File: src/sv/i2cts_ram.sv
// generic single-write, registered-read ram
module i2cts_ram #(
    parameter int WIDTH = 8,
    parameter int DEPTH = 16
) (
    input  logic                     clk,
    input  logic                     we,
    input  logic [$clog2(DEPTH)-1:0] waddr,
    input  logic [WIDTH-1:0]         wdata,
    input  logic [$clog2(DEPTH)-1:0] raddr,
    output logic [WIDTH-1:0]         rdata
);
    logic [WIDTH-1:0] mem_reg [DEPTH];
    logic [WIDTH-1:0] rdata_reg;

    always_ff @(posedge clk)
    begin
        if (we)
        begin
            mem_reg[waddr] <= wdata;
        end
        rdata_reg <= mem_reg[raddr];
    end

    assign rdata = rdata_reg;
endmodule

File: config.mk
export PLATFORM = sky130hd
export DESIGN_NAME = i2cts_ram
export DESIGN_NICKNAME = d
export VERILOG_FILES = /design/src/sv/i2cts_ram.sv
export SDC_FILE = /design/constraint.sdc
export NUM_CORES = 1
export LEC_CHECK = 0
export BUFFER_PORTS_ARGS = -buffer_cell sky130_fd_sc_hd__buf_2
export CAP_MARGIN = 5
export CORE_MARGIN = 2
export CORE_UTILIZATION = 38
export DETAILED_ROUTE_END_ITERATION = 12
export MAX_ROUTING_LAYER = met4
export PLACE_DENSITY = 0.6
export SYNTH_ARGS = -nofsm -noshare
export SYNTH_HDL_FRONTEND = slang
export SYNTH_SLANG_ARGS = --single-unit
File: constraint.sdc
create_clock -name clk -period 2.32 [get_ports clk]
set_input_delay 0.464 -clock clk [delete_from_list [all_inputs] [get_ports clk]]
set_output_delay 0.464 -clock clk [all_outputs]
set_load 0.01 [all_outputs]
# ---- After elaboration in Yosys (flattened, before gate mapping)
# Memory sizes are Yosys's and may differ from the RTL's. A register that Yosys moved wholly into a read port is not among the register bits.
# Index checks and enable logic that the tools add are counted.
dict set report totals {
  register_bits 0
  mem_bits_rw 128
  in_bits 18
  elab_cells 3
  n_memories 1
}
dict set report classes {
  mux 2
}
# name depth width rd rd_ports_with_merged_regs write_ports line
set mem_list {}
lappend mem_list {mem_reg 16 8 1 1 1 13} ;# logic [WIDTH-1:0] mem_reg [DEPTH];
# cell count
set ops {}
lappend ops {{$mux 1} 2}

# ---- Longest topological paths before layout
dict set report depth {
  ltp_word 2
  mapped_depth 5
}

# ---- Least setup slack after synthesis
# OpenSTA, ideal clock, no wires.
dict set report synth_path {
  kind {input port to flip-flop}
  startpoint {input waddr[2]}
  endpoint {memory mem_reg[0][0], enable pin}
  setup_ns 0.383
  arrival_ns 1.574
  setup_slack_ns 0.363
  path_stages 2
  path_buffers 0
  cell_sequence {or3b_2 -> nor3_1}
}
# item line
set synth_rtl {}
lappend synth_rtl {{start, declared} 8} ;# input logic [$clog2(DEPTH)-1:0] waddr,
lappend synth_rtl {{end, declared} 13}
# No word-level cell before the write port.

==> impl_metrics.json <==
{
  "place.gp.congestion": 0.721,
  "post_drt_wl_per_cell_um": 19.9,
  "synthCells": 229,
  "power_uw": 5580,
  "dr_wl_met3_um": 371,
  "die_y_um": 120,
  "initial_utilization": 0.389,
  "fp.dieW_um": 120,
  "crit_path_start": "raddr[0]",
  "dr_wl_met2_um": 4740,
  "core_sq_um": 13200,
  "yosys.area_share.simple": 0.0318,
  "setup_viol": 0,
  "cts-resized-gates": 0,
  "cts_max_level": 4,
  "hp-start": "wdata[5]",
  "grt_overflow_total": 0,
  "period_share": 0.674,
  "grt_pass1_wl_um": 14300,
  "multi_input_area_sq_um": 1060,
  "cts_setup_buffers": 0,
  "cts_tree": "yes",
  "fin_crit_ps": 1560,
  "ys_types": 19,
  "dr.first_iter.drc_count": 229,
  "seq_area_frac_synth": 0.778,
  "drt-met1-wl_um": 4130,
  "ant_nets": 0,
  "hold_viol": 0,
  "synth_fa_ha_area_frac": 0,
  "clk_latency_ps": 410,
  "syn_nets": 247,
  "final_layout_size_suffix_gt1_frac": 0.308,
  "r2r_slack_ps": 910,
  "drv_cap": 0,
  "via_per_inst": 5.01,
  "die-area_sq_um": 14500,
  "fmax_mhz": 640,
  "relSlewSlack": 0.609,
  "wl_um": 9390,
  "maxSlewViolCount": 0,
  "cts_hold_buf": 0,
  "setup_tns_ps": 0,
  "rsz0062_at_grt": "no",
  "cts.clk_slew.worst_paths_ps": 50,
  "ir_drop_uv": 572,
  "n_antenna_cell": 0,
  "syn_avg_cell_area_sq_um": 22.5,
  "mappedNetlistArea_sq_um": 5150,
  "synth_compound_area_frac": 0.0233,
  "startpoint_type": "primary input",
  "hp-class": "in2reg",
  "endpoint_kind": "flip-flop",
  "fin_worst_skew_ps": 6.73,
  "root_buffer": "clkbuf_16",
  "power_leakage_uw": 0.00209,
  "antenna_found_initial": 0,
  "route.detailed.drc": 0,
  "cp.arrival_ps": 1850,
  "synthToLayoutAreaGrowth_pct": 19.5,
  "synth_xor_area_frac": 0,
  "cts_sinks": 136,
  "first_pass_iters": 4,
  "synth_mux_area_frac": 0.150,
  "tightest_slew_ps": 585,
  "outcome": "completed",
  "criticalPathCategory": "in2reg",
  "rows": 42,
  "grt.total_usage": 0.144,
  "synth_top_family_by_area": "multiplexers",
  "largest_register_ffs": 128,
  "routed.top_layer": "met4",
  "yosysWarnings": 0,
  "io_buffers": 25,
  "worstPathRequired_ps": 2600,
  "ys_ff_latch": 136,
  "ios": 26,
  "cp_max_fo": 32,
  "hpwlAfterDp_um": 6010,
  "cts_buffers": 17,
  "grt_max_degree": 33,
  "grt_pass1_vias": 2420,
  "vias": 2360,
  "cts_buffer_depth": 2,
  "r2r-start": "mem_reg[1][2]",
  "p_per_area_nw_per_um2": 907,
  "fin_nets": 300,
  "layout.area.seq_sq_um": 4000,
  "fill_cells": 1119
}
-- worst max-delay path, cell delays in order --
cell	delay, ps
buf_2	100
buf_12	260
mux4_1	590
a22oi_1	330
nand2_1	100
-- synthesized netlist by cell type --
| library cell | number | area [sq um] |
|---|---|---|
| buf_4 | 1 | 7.51 |
| nor3_1 | 4 | 20.0 |
| buf_6 | 3 | 33.8 |
| edfxtp_1 | 128 | 3840 |
| buf_2 | 3 | 15.0 |
| and2_1 | 1 | 6.26 |
| nand3b_1 | 2 | 15.0 |
| or3b_2 | 1 | 8.76 |
| nand2_1 | 9 | 33.8 |
| mux4_2 | 18 | 405 |
| clkdlybuf4s25_2 | 3 | 30.0 |
| and2b_1 | 1 | 7.51 |
| nor2_1 | 13 | 48.8 |
| mux4_1 | 14 | 368 |
| a22oi_1 | 16 | 120 |
| nand3_1 | 1 | 5.00 |
| nand2b_1 | 2 | 12.5 |
| nor2b_1 | 1 | 6.26 |
| dfxtp_1 | 8 | 160 |
-- area by class of cell --
cell class / count / share of cell area
sequential: 136 / 0.651
multi-input combinational: 83 / 0.172
clock buffer: 23 / 0.0777
timing repair buffer: 44 / 0.0476
tap: 176 / 0.0358
clock inverter: 9 / 0.0163
-- where the power goes --
part	total, uW	switching, uW	internal, uW
combinational	255	144	110
clock	2560	909	1660
sequential	2760	14.9	2750
-- per-layer routing --
metal	vias to the layer above	global-route usage
met4	0	0.0596
met2	51	0.225
li1	1082	-
met1	1218	0.175
met3	9	0.0429
met5	-	-
-- cells by family after synthesis --
group           Yosys count
simple gates             35
compound gates           16
buf+inv                  10
flops                   136
mux                      32
-- through the flow --
stage / utilization / hold WS (ps) / std cells / setup WS (ps) / instance area (sq um)
2_1_floorplan: - / 563 / 229 / 363 / 5150
3_3_place_gp: 0.421 / 653 / 439 / 365 / 5570
3_5_place_dp: 0.421 / 668 / 439 / 361 / 5570
4_1_cts: 0.465 / 437 / 471 / 791 / 6150
5_1_grt: 0.465 / 449 / 471 / 687 / 6150
6_report: 0.465 / 451 / 471 / 757 / 6150
-- path summary, 6_finish.rpt --
kind / to / cells after the start
worst min-delay path: mem_reg[6][5] / 1
worst max register to register: rdata[2] / 3
worst min register to register: rdata[1] / 3
worst max-delay path: rdata[2] / 5
-- cells in the final DEF, fill, tap and decap left out --
cell type | synthesis | routed
nand2_1 | 9 | 9
dfxtp_1 | 8 | 8
mux4_2 | 18 | 18
clkinv_2 | 0 | 4
nand3_1 | 1 | 1
bufinv_16 | 0 | 2
and2b_1 | 1 | 1
nor2_1 | 13 | 13
clkbuf_16 | 0 | 17
buf_12 | 0 | 2
nand2b_1 | 2 | 2
or3b_2 | 1 | 1
buf_4 | 1 | 17
mux4_1 | 14 | 14
and2_1 | 1 | 1
nor3_1 | 4 | 4
buf_2 | 3 | 25
edfxtp_1 | 128 | 128
clkinv_4 | 0 | 1
nor2b_1 | 1 | 1
a22oi_1 | 16 | 16
clkinvlp_4 | 0 | 1
clkbuf_8 | 0 | 3
clkbuf_1 | 0 | 3
nand3b_1 | 2 | 2
clkinv_1 | 0 | 1
No activity file was read; power rests on OpenSTA's default activity.
