==> config.mk <==
export PLATFORM = sky130hd
export DESIGN_NAME = i2cts_sched
export DESIGN_NICKNAME = d
export VERILOG_FILES = /design/src/sv/i2cts_pkg.sv /design/src/sv/i2cts_sched.sv
export SDC_FILE = /design/constraint.sdc
export NUM_CORES = 1
export LEC_CHECK = 0
export ABC_AREA = 1
export BUFFER_PORTS_ARGS = -buffer_cell sky130_fd_sc_hd__buf_2
export CAP_MARGIN = 20
export CORE_MARGIN = 1
export CORE_UTILIZATION = 45
export DETAILED_ROUTE_END_ITERATION = 10
export GPL_TIMING_DRIVEN = 0
export PLACE_DENSITY = 0.79
export SLEW_MARGIN = 30
export SYNTH_ARGS = -nofsm -noshare
export SYNTH_HDL_FRONTEND = slang
export SYNTH_SLANG_ARGS = --single-unit
==> constraint.sdc <==
create_clock -name clk -period 3.1 [get_ports clk]
set_input_delay 0.465 -clock clk [delete_from_list [all_inputs] [get_ports clk]]
set_output_delay 0.465 -clock clk [all_outputs]
set_load 0.01 [all_outputs]
==> src/sv/i2cts_pkg.sv <==
// shared types, codes and sizes of the i2c transaction scheduler
package i2cts_pkg;

    localparam int NUM_DEVICES = 4;
    localparam int MAX_STEPS   = 8;
    localparam int LENGTH_BITS = 16;

    localparam int DEV_W    = $clog2(NUM_DEVICES);
    localparam int STEP_W   = $clog2(MAX_STEPS);
    localparam int COUNT_W  = $clog2(MAX_STEPS + 1);
    localparam int ACTIVE_W = $clog2(NUM_DEVICES + 1);
    localparam int ADDR_W   = DEV_W + STEP_W;
    localparam int DEPTH    = NUM_DEVICES * MAX_STEPS;

    localparam int ADDR_BITS = 7;
    localparam int RATE_BITS = 10;
    localparam int TMO_BITS  = 16;

    localparam logic [2:0] CMD_POLL   = 3'd0;
    localparam logic [2:0] CMD_LOAD   = 3'd1;
    localparam logic [2:0] CMD_CANCEL = 3'd2;
    localparam logic [2:0] CMD_DONE   = 3'd3;
    localparam logic [2:0] CMD_ERROR  = 3'd4;

    localparam logic [2:0] KIND_NONE   = 3'd0;
    localparam logic [2:0] KIND_START  = 3'd1;
    localparam logic [2:0] KIND_DONE   = 3'd2;
    localparam logic [2:0] KIND_FAIL   = 3'd3;
    localparam logic [2:0] KIND_ACCEPT = 3'd4;
    localparam logic [2:0] KIND_REJECT = 3'd5;

    localparam logic [1:0] CFG_ADDR    = 2'd0;
    localparam logic [1:0] CFG_BAUD    = 2'd1;
    localparam logic [1:0] CFG_TIMEOUT = 2'd2;

    localparam logic [ACTIVE_W-1:0] ACTIVE_NONE = ACTIVE_W'(NUM_DEVICES);

    typedef enum logic [2:0] {
        ST_IDLE = 3'd0,
        ST_ARB  = 3'd1,
        ST_CONF = 3'd2,
        ST_EXEC = 3'd3,
        ST_WAIT = 3'd4,
        ST_NEXT = 3'd5,
        ST_DONE = 3'd6,
        ST_ERR  = 3'd7
    } state_t;

    typedef struct packed {
        logic [2:0]             command;
        logic [1:0]             device;
        logic [2:0]             step_index;
        logic                   step_is_read;
        logic [LENGTH_BITS-1:0] step_length;
        logic                   step_stop;
        logic [7:0]             step_buffer_tag;
        logic                   step_last;
        logic [31:0]            now_ms;
    } cmd_t;

    typedef struct packed {
        logic [2:0]             kind;
        logic [1:0]             out_device;
        logic                   read_not_write;
        logic [6:0]             target_addr;
        logic [9:0]             rate_khz;
        logic [7:0]             buffer_tag;
        logic [LENGTH_BITS-1:0] length;
        logic                   send_stop;
        logic [3:0]             pending_mask;
        logic [2:0]             manager_state;
    } res_t;

    typedef struct packed {
        logic                   is_read;
        logic [LENGTH_BITS-1:0] length;
        logic                   stop;
        logic [7:0]             tag;
    } step_t;

    localparam int STEP_BITS = $bits(step_t);

    typedef struct packed {
        logic [NUM_DEVICES*ADDR_BITS-1:0] slave_addr;
        logic [NUM_DEVICES*RATE_BITS-1:0] baud_khz;
        logic [NUM_DEVICES*TMO_BITS-1:0]  timeout;
    } cfg_t;

    typedef struct packed {
        logic              en;
        logic [ADDR_W-1:0] addr;
        step_t             data;
    } wr_t;

endpackage

==> src/sv/i2cts_sched.sv <==
// scheduler state and per-transaction next-state logic
module i2cts_sched
    import i2cts_pkg::*;
(
    input  logic              clk,
    input  logic              rst_n,
    input  logic              fire,
    input  cmd_t              item,
    input  cfg_t              cfg,
    input  step_t             step_data,
    output res_t              result,
    output wr_t               wr,
    output logic [ADDR_W-1:0] rd_addr
);
    state_t                state_reg, state_next;
    logic [ACTIVE_W-1:0]   active_reg, active_next;
    logic [NUM_DEVICES-1:0] pending_reg, pending_next;
    logic [COUNT_W-1:0]    count_reg [NUM_DEVICES];
    logic [COUNT_W-1:0]    count_next [NUM_DEVICES];
    logic [STEP_W-1:0]     cur_reg [NUM_DEVICES];
    logic [STEP_W-1:0]     cur_next [NUM_DEVICES];
    logic [31:0]           start_reg, start_next;
    logic                  done_reg, done_next;
    logic                  error_reg, error_next;

    logic [DEV_W-1:0]      dev;
    logic                  dev_ok;
    logic [31:0]           elapsed;
    logic [TMO_BITS-1:0]   timeout;
    logic [COUNT_W-1:0]    step_inc;
    logic                  found;
    logic [DEV_W-1:0]      pick;

    assign dev     = active_reg[DEV_W-1:0];
    assign dev_ok  = active_reg < ACTIVE_NONE;
    assign elapsed = item.now_ms - start_reg;
    assign timeout = cfg.timeout[dev*TMO_BITS +: TMO_BITS];
    assign step_inc = COUNT_W'(cur_reg[dev]) + COUNT_W'(1);

    // lowest pending device wins
    always_comb
    begin
        found = 1'b0;
        pick  = '0;
        for (int i = NUM_DEVICES - 1; i >= 0; i--)
        begin
            if (pending_reg[i])
            begin
                found = 1'b1;
                pick  = DEV_W'(i);
            end
        end
    end

    always_comb
    begin
        state_next   = state_reg;
        active_next  = active_reg;
        pending_next = pending_reg;
        count_next   = count_reg;
        cur_next     = cur_reg;
        start_next   = start_reg;
        done_next    = done_reg;
        error_next   = error_reg;
        result       = '0;
        wr           = '0;

        if (fire)
        begin
            unique case (item.command)
                CMD_POLL:
                begin
                    unique case (state_reg)
                        ST_IDLE:
                        begin
                            if (pending_reg != '0)
                            begin
                                state_next = ST_ARB;
                            end
                        end
                        ST_ARB:
                        begin
                            if (found)
                            begin
                                active_next = ACTIVE_W'(pick);
                                state_next  = ST_CONF;
                            end
                            else
                            begin
                                state_next = ST_IDLE;
                            end
                        end
                        default:
                        begin
                            if (!dev_ok)
                            begin
                                active_next = ACTIVE_NONE;
                                state_next  = ST_IDLE;
                            end
                            else
                            begin
                                unique case (state_reg)
                                    ST_CONF:
                                    begin
                                        cur_next[dev] = '0;
                                        start_next    = item.now_ms;
                                        done_next     = 1'b0;
                                        error_next    = 1'b0;
                                        state_next    = ST_EXEC;
                                    end
                                    ST_EXEC:
                                    begin
                                        done_next             = 1'b0;
                                        error_next            = 1'b0;
                                        result.kind           = KIND_START;
                                        result.out_device     = 2'(dev);
                                        result.read_not_write = step_data.is_read;
                                        result.target_addr    =
                                            cfg.slave_addr[dev*ADDR_BITS +: ADDR_BITS];
                                        result.rate_khz       =
                                            cfg.baud_khz[dev*RATE_BITS +: RATE_BITS];
                                        result.buffer_tag     = step_data.tag;
                                        result.length         = step_data.length;
                                        result.send_stop      = step_data.stop;
                                        state_next            = ST_WAIT;
                                    end
                                    ST_WAIT:
                                    begin
                                        // completion wins over error
                                        if (done_reg)
                                        begin
                                            state_next = ST_NEXT;
                                        end
                                        else if (error_reg)
                                        begin
                                            state_next = ST_ERR;
                                        end
                                        else if (elapsed >= 32'(timeout))
                                        begin
                                            state_next = ST_ERR;
                                        end
                                    end
                                    ST_NEXT:
                                    begin
                                        cur_next[dev] = step_inc[STEP_W-1:0];
                                        state_next = (step_inc >= count_reg[dev]) ?
                                                     ST_DONE : ST_EXEC;
                                    end
                                    default:
                                    begin
                                        pending_next[dev] = 1'b0;
                                        active_next       = ACTIVE_NONE;
                                        state_next        = ST_IDLE;
                                        result.kind       = (state_reg == ST_DONE) ?
                                                            KIND_DONE : KIND_FAIL;
                                        result.out_device = 2'(dev);
                                    end
                                endcase
                            end
                        end
                    endcase
                end
                CMD_LOAD:
                begin
                    result.out_device = item.device;
                    if (pending_reg[item.device[DEV_W-1:0]])
                    begin
                        result.kind = KIND_REJECT;
                    end
                    else
                    begin
                        wr.en           = 1'b1;
                        wr.addr         = {item.device[DEV_W-1:0],
                                           item.step_index[STEP_W-1:0]};
                        wr.data.is_read = item.step_is_read;
                        wr.data.length  = item.step_length;
                        wr.data.stop    = item.step_stop;
                        wr.data.tag     = item.step_buffer_tag;
                        if (item.step_last)
                        begin
                            count_next[item.device[DEV_W-1:0]] =
                                COUNT_W'(item.step_index[STEP_W-1:0]) + COUNT_W'(1);
                            pending_next[item.device[DEV_W-1:0]] = 1'b1;
                        end
                        result.kind = KIND_ACCEPT;
                    end
                end
                CMD_CANCEL:
                begin
                    pending_next[item.device[DEV_W-1:0]] = 1'b0;
                end
                CMD_DONE:
                begin
                    done_next = 1'b1;
                end
                CMD_ERROR:
                begin
                    error_next = 1'b1;
                end
                default:
                begin
                end
            endcase
        end

        result.pending_mask  = 4'(pending_next);
        result.manager_state = state_next;
    end

    // step store read follows the state that the next poll will see
    assign rd_addr = {active_next[DEV_W-1:0], cur_next[active_next[DEV_W-1:0]]};

    always_ff @(posedge clk or negedge rst_n)
    begin
        if (!rst_n)
        begin
            state_reg   <= ST_IDLE;
            active_reg  <= ACTIVE_NONE;
            pending_reg <= '0;
            for (int i = 0; i < NUM_DEVICES; i++)
            begin
                count_reg[i] <= '0;
                cur_reg[i]   <= '0;
            end
            start_reg   <= '0;
            done_reg    <= 1'b0;
            error_reg   <= 1'b0;
        end
        else
        begin
            state_reg   <= state_next;
            active_reg  <= active_next;
            pending_reg <= pending_next;
            count_reg   <= count_next;
            cur_reg     <= cur_next;
            start_reg   <= start_next;
            done_reg    <= done_next;
            error_reg   <= error_next;
        end
    end
endmodule

Word-level counts from Yosys, hierarchy flattened:

Index checks and enable logic that the tools add are counted.

* register bits: 72
* latch bits: 0
* memory bits (writable): 0
* bits in read-only memories: 0
* bits of input ports: 228
* output and inout bits: 92
* logic and storage cells: 156
* memories kept: 0

* add/sub/neg operators: 3
* multipliers: 2
* div/mod/pow operators: 0
* $lt $le $gt $ge: 12
* eq/ne operators: 15
* shift operators: 3
* muxes and demuxes: 75
* bitwise gates (word level): 13
* reductions and logical operators: 18

Operators by type and width (count)
* $mux W32: 3
* $mux W47: 2
* $mux W43: 2
* $shiftx A64 B7 Y16: 1
* $mux W12: 4
* $mux W3: 16
* $mux W48: 1
* $shiftx A40 B7 Y10: 1
* $mux W4: 9
* $ge A32 B16 Y1: 1
* $sub A32 B32 Y32: 1
* $shiftx A28 B6 Y7: 1
* $pmux W12 S2: 1
* $reduce_and A5 Y1: 4
* $bwmux W16: 1
* $mux W2: 7
* $and A12 B12 Y12: 1
* $bmux W3 S2: 2
* $bwmux W12: 1
* $eq A3 B2 Y1 const B: 4
* $eq A3 B3 Y1 const B: 4
* $mux W1: 12
* $not A12 Y12: 1
* $pmux W3 S2: 2
* other kinds (34): 59

Longest topological paths before layout:

* depth in word-level cells: 15
* depth in mapped cells: 29
* mapped depth without buffers: 26

Least setup slack after synthesis:

OpenSTA, ideal clock, no wires.

* path kind: input-to-output
* start point: in item[0] (netlist bit)
* end point: out result[0] (netlist bit)
* arrival time: 2.864 ns
* data required time: 2.635 ns
* slack: -0.229 ns
* stages: 24
* buffers on the path: 0
* path through: inv_1 > ha_1 > fa_1 > inv_1 > nand2_1 > nand3_1 > nand2_1 > nand2_2 > xor2_1 > ha_1 > nand2_1 > nor2_1 > a211oi_1 > nand2_1 > nor2_1 > nand2_1 > nor2_1 > nand2_1 > nor2_2 > nand3_1 > nand2_1 > nand2_1 > nand2_1 > nand2_1

RTL lines
* start: declaration: RTL line i2cts_sched.sv:8 `input cmd_t item,`
* end: declaration: RTL line i2cts_sched.sv:11 `output res_t result,`

==> reports/qor.csv <==
stage,metric,value,unit
synth,Main synth FF type,dfrtp_1,
floorplanning,Die ar.,17600,um^2
detailed_routing,drt via density,5.19,
global_routing,All-Layer GR Usage,0.344,
pwr,Pleak,6.34,nW
worst_hold_path,Min-Delay Path Class,in2async,
floorplanning,Core Box Area,16600,um^2
synth,synthesized-area fraction occupied by and/or/nand/nor cells,0.336,
synth,Synth Area per Inst,6.12,um^2
synth,Synth Instances,1257,
detailed_routing,drt wl/cell,16.3,um
sta,Final Skew,7.43,ps
pwr,power density over the cells,557,nW/um^2
job,Max Cap Viol,0,
layout,area grow syn2layout,42.5,%
worst_setup_path,Critical Path Stages,27,
synth,"Seq/Total Area, Yosys",0.234,
floorplanning,initial core utilization,0.462,
synth,largest family of logic cells by synthesized area,simple AND/OR/NAND/NOR gates,
clock_network,Clock Latency Late Sink,360,ps
worst_setup_path,CP Capture Type,output pin,
sta,worst setup margin,-936,ps
place,detailed placer's ending HPWL,24.4,mm
global_routing,largest net degree at the start of global routing,50,
sta,"Hold Violations, Final",0,
synth,syn_nets,1539,
layout,max FFs per register,32,
clock_network,CTS tree,yes,
floorplanning,chip width,133,um
clock_network,Num CTS Buffers,9,
floorplanning,row count,47,
clock_network,CTS root buffer,clkbuf_16,
run_status,status,finished with violations,
synth,Mapped Area,7690,um^2
layout,"commonest non-fill, non-tap cell in the layout",buf_2,
worst_setup_path,CP Launch Type,flop,
place,GPL Wtd Cong,1.01,
detailed_routing,drt first-iter violations,634,
layout,most frequent cells in the layout,"buf_2 (319), nand2_1 (309), inv_1 (225)",
worst_setup_path,Reg-to-Reg Start,start_reg[9],
layout,nets@finish,1912,
synth,Synth Warn #,0,
sta,Tightest Pin Transition,653,ps
detailed_routing,Final ANT Viol Nets,0,
detailed_routing,Remaining DRCs,0,
synth,compound-gate portion of the synthesized area,0.178,
detailed_routing,TritonRoute pass-1 iters,5,
worst_setup_path,R2R Setup Slk,-110,ps
sta,RSZ-0062 raised after global routing,yes,
pwr,Worst VDD drop,420,uV
synth,adder-cell share of the synthesized area,0.0888,
synth,Post-Synth XOR/XNOR Area,0.0194,
place,PortBufs,319,
synth,"FF+latch count, synth",72,
clock_network,CTS H-tree lvls,3,
synth,Async SR Flop Fraction,1.00,
worst_setup_path,Reg2Reg Capture Point,state_reg[1],
synth,post-synthesis mux area share,0.00146,
sta,Tmin final,4040,ps
floorplanning,die height,133,um
clock_network,CTS clock-pin slew for the worst setup and hold paths,70,ps
layout,fin util,0.659,
sta,period utilization,1.30,
synth,Post-synth EDFFs,0,
layout,layout cells sized above 1,0.344,
layout,register area,1810,um^2
worst_setup_path,CP required,2630,ps
sta,Worst slew margin,0.565,
clock_network,TritonCTS Sinks,72,
global_routing,first-pass GRT wire length,46.9,mm
worst_setup_path,crit path kind,reg2out,
run_status,violated checks,setup timing,
sta,Max Freq,0.248,GHz
global_routing,vias in the first global route,9296,
worst_setup_path,CP arrival,3570,ps
worst_setup_path,Worst path top cell family by delay,simple AND/OR/NAND/NOR gates,
worst_setup_path,CP peak stage delay,340,ps
layout,FILL cells,1503,
detailed_routing,DR vias,9626,
sta,final setup violation count,7,
worst_setup_path,critical path's slowest cell,dfrtp_1,
layout,Multi-input gate area,5430,um^2
global_routing,grt total ovfl,0,
global_routing,antenna violations before repair,1,
floorplanning,I/O pin count,320,
worst_setup_path,R2R cell count,26,
synth,Yosys cell types,51,
sta,Pins Over Slew Limit,0,
pwr,Final Total Pwr,6.11,mW
worst_setup_path,cell mode on critical path,nand2_1,
clock_network,Max clock buf depth,2,
detailed_routing,final WL,30.3,mm
worst_setup_path,WP buf/inv,4,
worst_setup_path,crit path max fanout,4,
## cell usage after synthesis (9+ instances only)
cell	count	share of area
nand3_1	37	0.024
inv_1	250	0.12
nand2_1	340	0.17
a221oi_1	20	0.023
nor2_1	164	0.080
nor3_1	9	0.0059
a22oi_1	22	0.021
a22o_1	16	0.018
o21ai_1	13	0.0085
nor2_2	19	0.015
nand2_2	13	0.011
o22ai_1	9	0.0073
a41oi_1	10	0.011
a21oi_1	66	0.043
ha_1	53	0.086
inv_2	11	0.0054
o21ai_0	24	0.016
xor2_1	14	0.016
dfrtp_1	71	0.23
nand4_1	11	0.0089
clkbuf_1	24	0.012
## report_power, final
part / internal [mW] / total (mW) / switching [mW] / leakage, nW
logic: 1.56 / 3.80 / 2.24 / 5.38
clock network: 0.632 / 1.11 / 0.482 / 0.147
registers: 1.10 / 1.19 / 0.0941 / 0.818
total: 3.29 / 6.11 / 2.82 / 6.34
## how the worst max path moves through the flow
stage	startpoint	to
2_1_floorplan	item[0]	result[1]
3_3_place_gp	active_reg[1]	result[1]
3_5_place_dp	active_reg[1]	result[1]
4_1_cts	start_reg[0]	result[1]
5_1_grt	start_reg[6]	result[0]
6_report	start_reg[9]	result[1]
## cell type report
class,instances,share of cell area
Buffer,29,0.0161
Clock inverter,7,0.00708
Multi-Input combinational cell,894,0.495
Sequential cell,72,0.165
Timing Repair Buffer,362,0.179
Antenna cell,1,0.000228
Clock buffer,9,0.0205
Tap cell,220,0.0251
Inverter,262,0.0920
## logic make-up (layout without fill, tap and decap cells)
family,Yosys count,after routing
other,0,1
DFF,72,72
adders and majority gates,54,54
buffers and inverters,291,669
AOI/OAI and AO/OA,206,206
muxes,1,1
xor gates and xnor gates,17,17
and+or+nand+nor,616,616
## timing repair
item                       in CTS  in global routing
buffers inserted               32                 10
resized for setup              86                 64
setup endpoints to repair       8                 17
pin swaps                      32                 21
hold buffers                    0                  0
## metal layers
metal / GRT usage / part of all wire
met5: 0 / 0
met4: 0.160 / 0.041
met3: 0.0709 / 0.062
met2: 0.597 / 0.50
met1: 0.405 / 0.40
## metrics by stage
step,TNS (ps),hold slack [ps],instance area [um^2],cells,setup slack (ps)
after global routing,-4070,35.5,11000,1855,-1150
after CTS,-3200,16.2,10600,1845,-1020
final,-3110,12.4,11000,1856,-936
after floorplan,-70.8,169,7930,1257,-41.5
after global placement,-4130,456,9800,1796,-1130
after detailed placement,-4460,402,9830,1797,-1150
No activity file was read; power rests on OpenSTA's default activity.
